--- config.mk ---
export PLATFORM = sky130hd
export DESIGN_NAME = nntt_mul
export DESIGN_NICKNAME = d
export VERILOG_FILES = /design/src/hdl/nntt_pkg.sv /design/src/hdl/nntt_mul.sv
export SDC_FILE = /design/constraint.sdc
export NUM_CORES = 2
export LEC_CHECK = 0
export ABC_CLOCK_PERIOD_IN_PS = 9100
export BUFFER_PORTS_ARGS = -buffer_cell sky130_fd_sc_hd__buf_2
export CAP_MARGIN = 20
export CORE_MARGIN = 1
export CORE_UTILIZATION = 66
export CTS_BUF_LIST = sky130_fd_sc_hd__clkbuf_8
export CTS_CLUSTER_SIZE = 40
export DETAILED_ROUTE_END_ITERATION = 10
export PLACE_DENSITY = 0.84
export SLEW_MARGIN = 30
export SYNTH_ARGS = -nofsm -noshare
export SYNTH_HDL_FRONTEND = slang
export SYNTH_SLANG_ARGS = --single-unit
--- constraint.sdc ---
create_clock -name clk -period 9.1 [get_ports clk]
set_input_delay 1.365 -clock clk [delete_from_list [all_inputs] [get_ports clk]]
set_output_delay 1.365 -clock clk [all_outputs]
set_load 0.1 [all_outputs]
--- src/hdl/nntt_pkg.sv ---
// Shared types, constants and codes of the nearest-neighbor track table.
package nntt_pkg;

    localparam int MAX_ENTRIES = 32;
    localparam int IDX_W = $clog2(MAX_ENTRIES);
    localparam int CNT_W = $clog2(MAX_ENTRIES + 1);

    // Operand and product widths of the shared multiplier.
    localparam int MUL_W = 26;
    localparam int PROD_W = 2 * MUL_W;

    // Configuration register indexes.
    localparam logic [1:0] CFG_RADIUS_LIMIT = 2'd0;
    localparam logic [1:0] CFG_TABLE_LIMIT = 2'd1;
    localparam logic [1:0] CFG_BLEND_GAIN = 2'd2;
    localparam logic [1:0] CFG_MERGE_RANGE = 2'd3;

    localparam logic [16:0] GAIN_ONE = 17'd65536;
    localparam logic [15:0] HITS_MAX = 16'hFFFF;

    // Result kinds carried on the master-side tuser.
    typedef enum logic [1:0] {
        OUT_NEW = 2'd0,
        OUT_MERGED = 2'd1,
        OUT_READ_OK = 2'd2,
        OUT_READ_BEYOND = 2'd3
    } outcome_t;

    // One table entry as stored in the entry memory.
    typedef struct packed {
        logic [23:0] x;
        logic [23:0] y;
        logic [15:0] radius;
        logic [15:0] hits;
    } entry_t;

    typedef enum logic [4:0] {
        S_IDLE,
        S_RD_WAIT,
        S_RD_DATA,
        S_PREP,
        S_PREP2,
        S_SC_WAIT,
        S_SC_DX,
        S_SC_DY,
        S_SC_CMP,
        S_MG_WAIT,
        S_MG_X,
        S_MG_Y,
        S_MG_R,
        S_MG_W,
        S_APPEND,
        S_EV_WAIT,
        S_EV_CMP,
        S_SH_WAIT,
        S_SH_WR,
        S_EMIT
    } state_t;

endpackage

--- src/hdl/nntt_mul.sv ---
// Shared signed multiplier with a registered product.
module nntt_mul
    import nntt_pkg::*;
(
    input  logic                     clk,
    input  logic signed [MUL_W-1:0]  op_a,
    input  logic signed [MUL_W-1:0]  op_b,
    output logic signed [PROD_W-1:0] prod
);

    logic signed [PROD_W-1:0] prod_reg;

    // Product register; it needs no reset.
    always_ff @(posedge clk)
    begin
        prod_reg <= op_a * op_b;
    end

    assign prod = prod_reg;

endmodule

==> metrics.txt <==
outcome complete, no violations; Critical Path End Type flip-flop; share of the synthesized area in the top cell type 55.5%; peak clock frequency supported by timing 0.120 GHz; wire length after detailed routing 66100 um; cts bufs inserted 5; minimum setup slack after placement 0.497 ns; Synth area leader fa_1; end point of the most critical hold path prod[0]; CTS tree built; DRC violation total after the first TritonRoute iteration 1314; Final #Nets 3674; first-pass GRT wire length 108000 um; number of storage elements in the synthesis netlist 52; max_slew headroom 43.0%; clock root buffer clkbuf_8; aggregate global routing overflow 0; number of cells on the worst hold path 3; number of max-capacitance violations reported 0; number of global-route vias before repair 21285; Post-Synthesis Cell Area 25600 um2; Hold Violations, Final 0; initial antenna violation count 3; number of synthesized flops with an enable pin 0; number of buffers on the longest clock path 2; required time of the critical path 9.32 ns; post-layout min period 8.33 ns; iteration count of the initial detailed-routing pass 5; transition time at the pin with the least slew margin 0.852 ns; synth top area cells fa_1, inv_1, ha_1; WL/cell 20.2 um; Reg clk slew, reported paths 0.11 ns; final period utilization 91.5%; placer's final routability congestion estimate 0.925; hold path start op_b[0]; depth of the CTS H-tree 2; Starting Density 67.5%; GRT Util Overall 36.2%; crit path launch type primary input; max FFs per register 52; worst min-delay path class primary input to flip-flop; number of fill cells in the layout 2831; min setup slack post-route 0.773 ns; distinct cell type count after synthesis 54; drc violations 0; synthesis warning total 0; Top FF cell, synth dfxtp_1; Via Count 18766; setup violators final 0; layout-stage area growth over the synthesis result 3.51%; CTS sink cnt 52; share of layout cells above drive strength 1 5.17%; Crit Path Category primary input to flip-flop; number of hold buffers added after cts 0; routed vias/inst 5.72; Max Transition Viols Final 0; Die Ht 199 um; unrepaired setup endpoints after global routing no; async set-or-reset flop fraction in the synthesized netlist 0%; row count 71; Core ar. 37900 um2; die width 199 um; proportion of synthesized chip area in sequential cells 4.06%; total negative setup slack 0 ns; Post-Syn Nets 3672; pin count of the biggest net entering global routing 27; Post CTS Setup Buffer Count 0; synthesized area per cell 9.27 um2; worst-path maximum fanout 26; number of I/O pins 105; data arrival time of the worst path 8.55 ns; Post-Synthesis Cells 2763; residual antenna-violating net count after detailed routing 0; full die area 39600 um2; cells resized by post-CTS repair 0; number of I/O port buffers 104; half-perimeter wire length after placement 54800 um
==> routing by layer <==
layer	part of all wire, %	track usage, %	vias up	wire [um]
li1	-	-	7876	-
met1	33	41.8	9646	22100
met2	52	63.1	963	34100
met3	8.1	6.41	277	5340
met4	6.8	21.9	4	4530
met5	0.048	0	-	32
==> Yosys cell counts (2+ instances only) <==
cell type and instances:
o211ai_2 2, o2111ai_1 3, a21o_2 2, nor3_1 4, nand3_1 11, o22ai_1 2
nor2b_1 2, nand2b_1 7, a211oi_1 8, ha_1 146, o311ai_0 2, xnor2_1 46
nand4_1 11, or2_2 3, xor2_1 11, a21oi_2 2, and2_1 281, a221o_1 2
fa_1 710, o21bai_1 8, dfxtp_1 52, a31oi_1 4, a21oi_1 55, or4_1 3
nor2_1 50, o21ai_0 25, a21o_1 18, nand2_1 398, clkbuf_1 122, o211ai_1 7
inv_1 737, a221oi_1 2, or3_1 3, o21a_1 4
==> through the flow <==
step	instance area (um2)	std cells	util, %	hold slack [ns]
after global routing	26500	3277	69.9	1.59
after global placement	26400	3269	69.6	1.92
after CTS	26500	3277	69.9	1.59
after floorplan	25600	2763	-	1.49
after detailed placement	26400	3269	69.6	1.91
final	26500	3278	69.9	1.60
==> placed cells by master (no fill, tap or decap), types with 11 or more instances in the layout <==
master,count
a21o_1,18
a21oi_1,55
and2_1,281
buf_2,104
buf_4,14
dfxtp_1,52
fa_1,710
ha_1,146
inv_1,737
nand2_1,398
nand3_1,11
nand4_1,11
nor2_1,50
o21ai_0,25
xnor2_1,46
xor2_1,11
==> worst max path at each step <==
| stage | from | to | depth (start not counted) |
|---|---|---|---|
| after floorplan | op_a[25] | prod[44] | 22 |
| after global placement | op_b[2] | prod[51] | 21 |
| after detailed placement | op_b[2] | prod[51] | 21 |
| after CTS | op_b[2] | prod[51] | 21 |
| after global routing | op_b[2] | prod[51] | 21 |
| final | op_b[2] | prod[51] | 21 |
==> layout make-up <==
cell class	instances	area, um2	share of cell area (%)
Tap cell	511	639	2.41
Clock inverter	3	25.0	0.0944
Antenna cell	1	2.50	0.00944
Sequential cell	52	1040	3.93
Timing Repair Buffer	118	626	2.36
Inverter	737	2770	10.4
Clock buffer	5	68.8	0.260
Multi-Input combinational cell	1851	21300	80.5
==> cell families (layout without fill, tap and decap cells) <==
group | after synthesis | count (layout) | share of synthesized area (%)
simple gates | 778 | 778 | 14.6
compound gates | 160 | 160 | 4.17
flops | 52 | 52 | 4.06
fa+ha+maj | 856 | 856 | 62.6
buf+inv | 860 | 863 | 12.6
xor+xnor | 57 | 57 | 1.95
other cells | 0 | 1 | 0
==> worst max-delay path: stages <==
cell	delay (ns)
buf_2	0.45
nand2_1	0.17
inv_1	0.16
fa_1	0.56
fa_1	0.48
fa_1	0.96
inv_1	0.42
fa_1	0.59
inv_1	0.06
fa_1	0.53
inv_1	0.05
fa_1	0.47
inv_1	0.04
ha_1	0.39
nand4_1	0.19
or4_1	0.48
nor2_1	0.11
nand3_1	0.19
a211oi_1	0.54
nor3_1	0.12
nand4bb_1	0.21
Power is left out: the tool's default activity adds up to more than one toggle a clock period on the data nets, which glitch-free logic cannot reach.
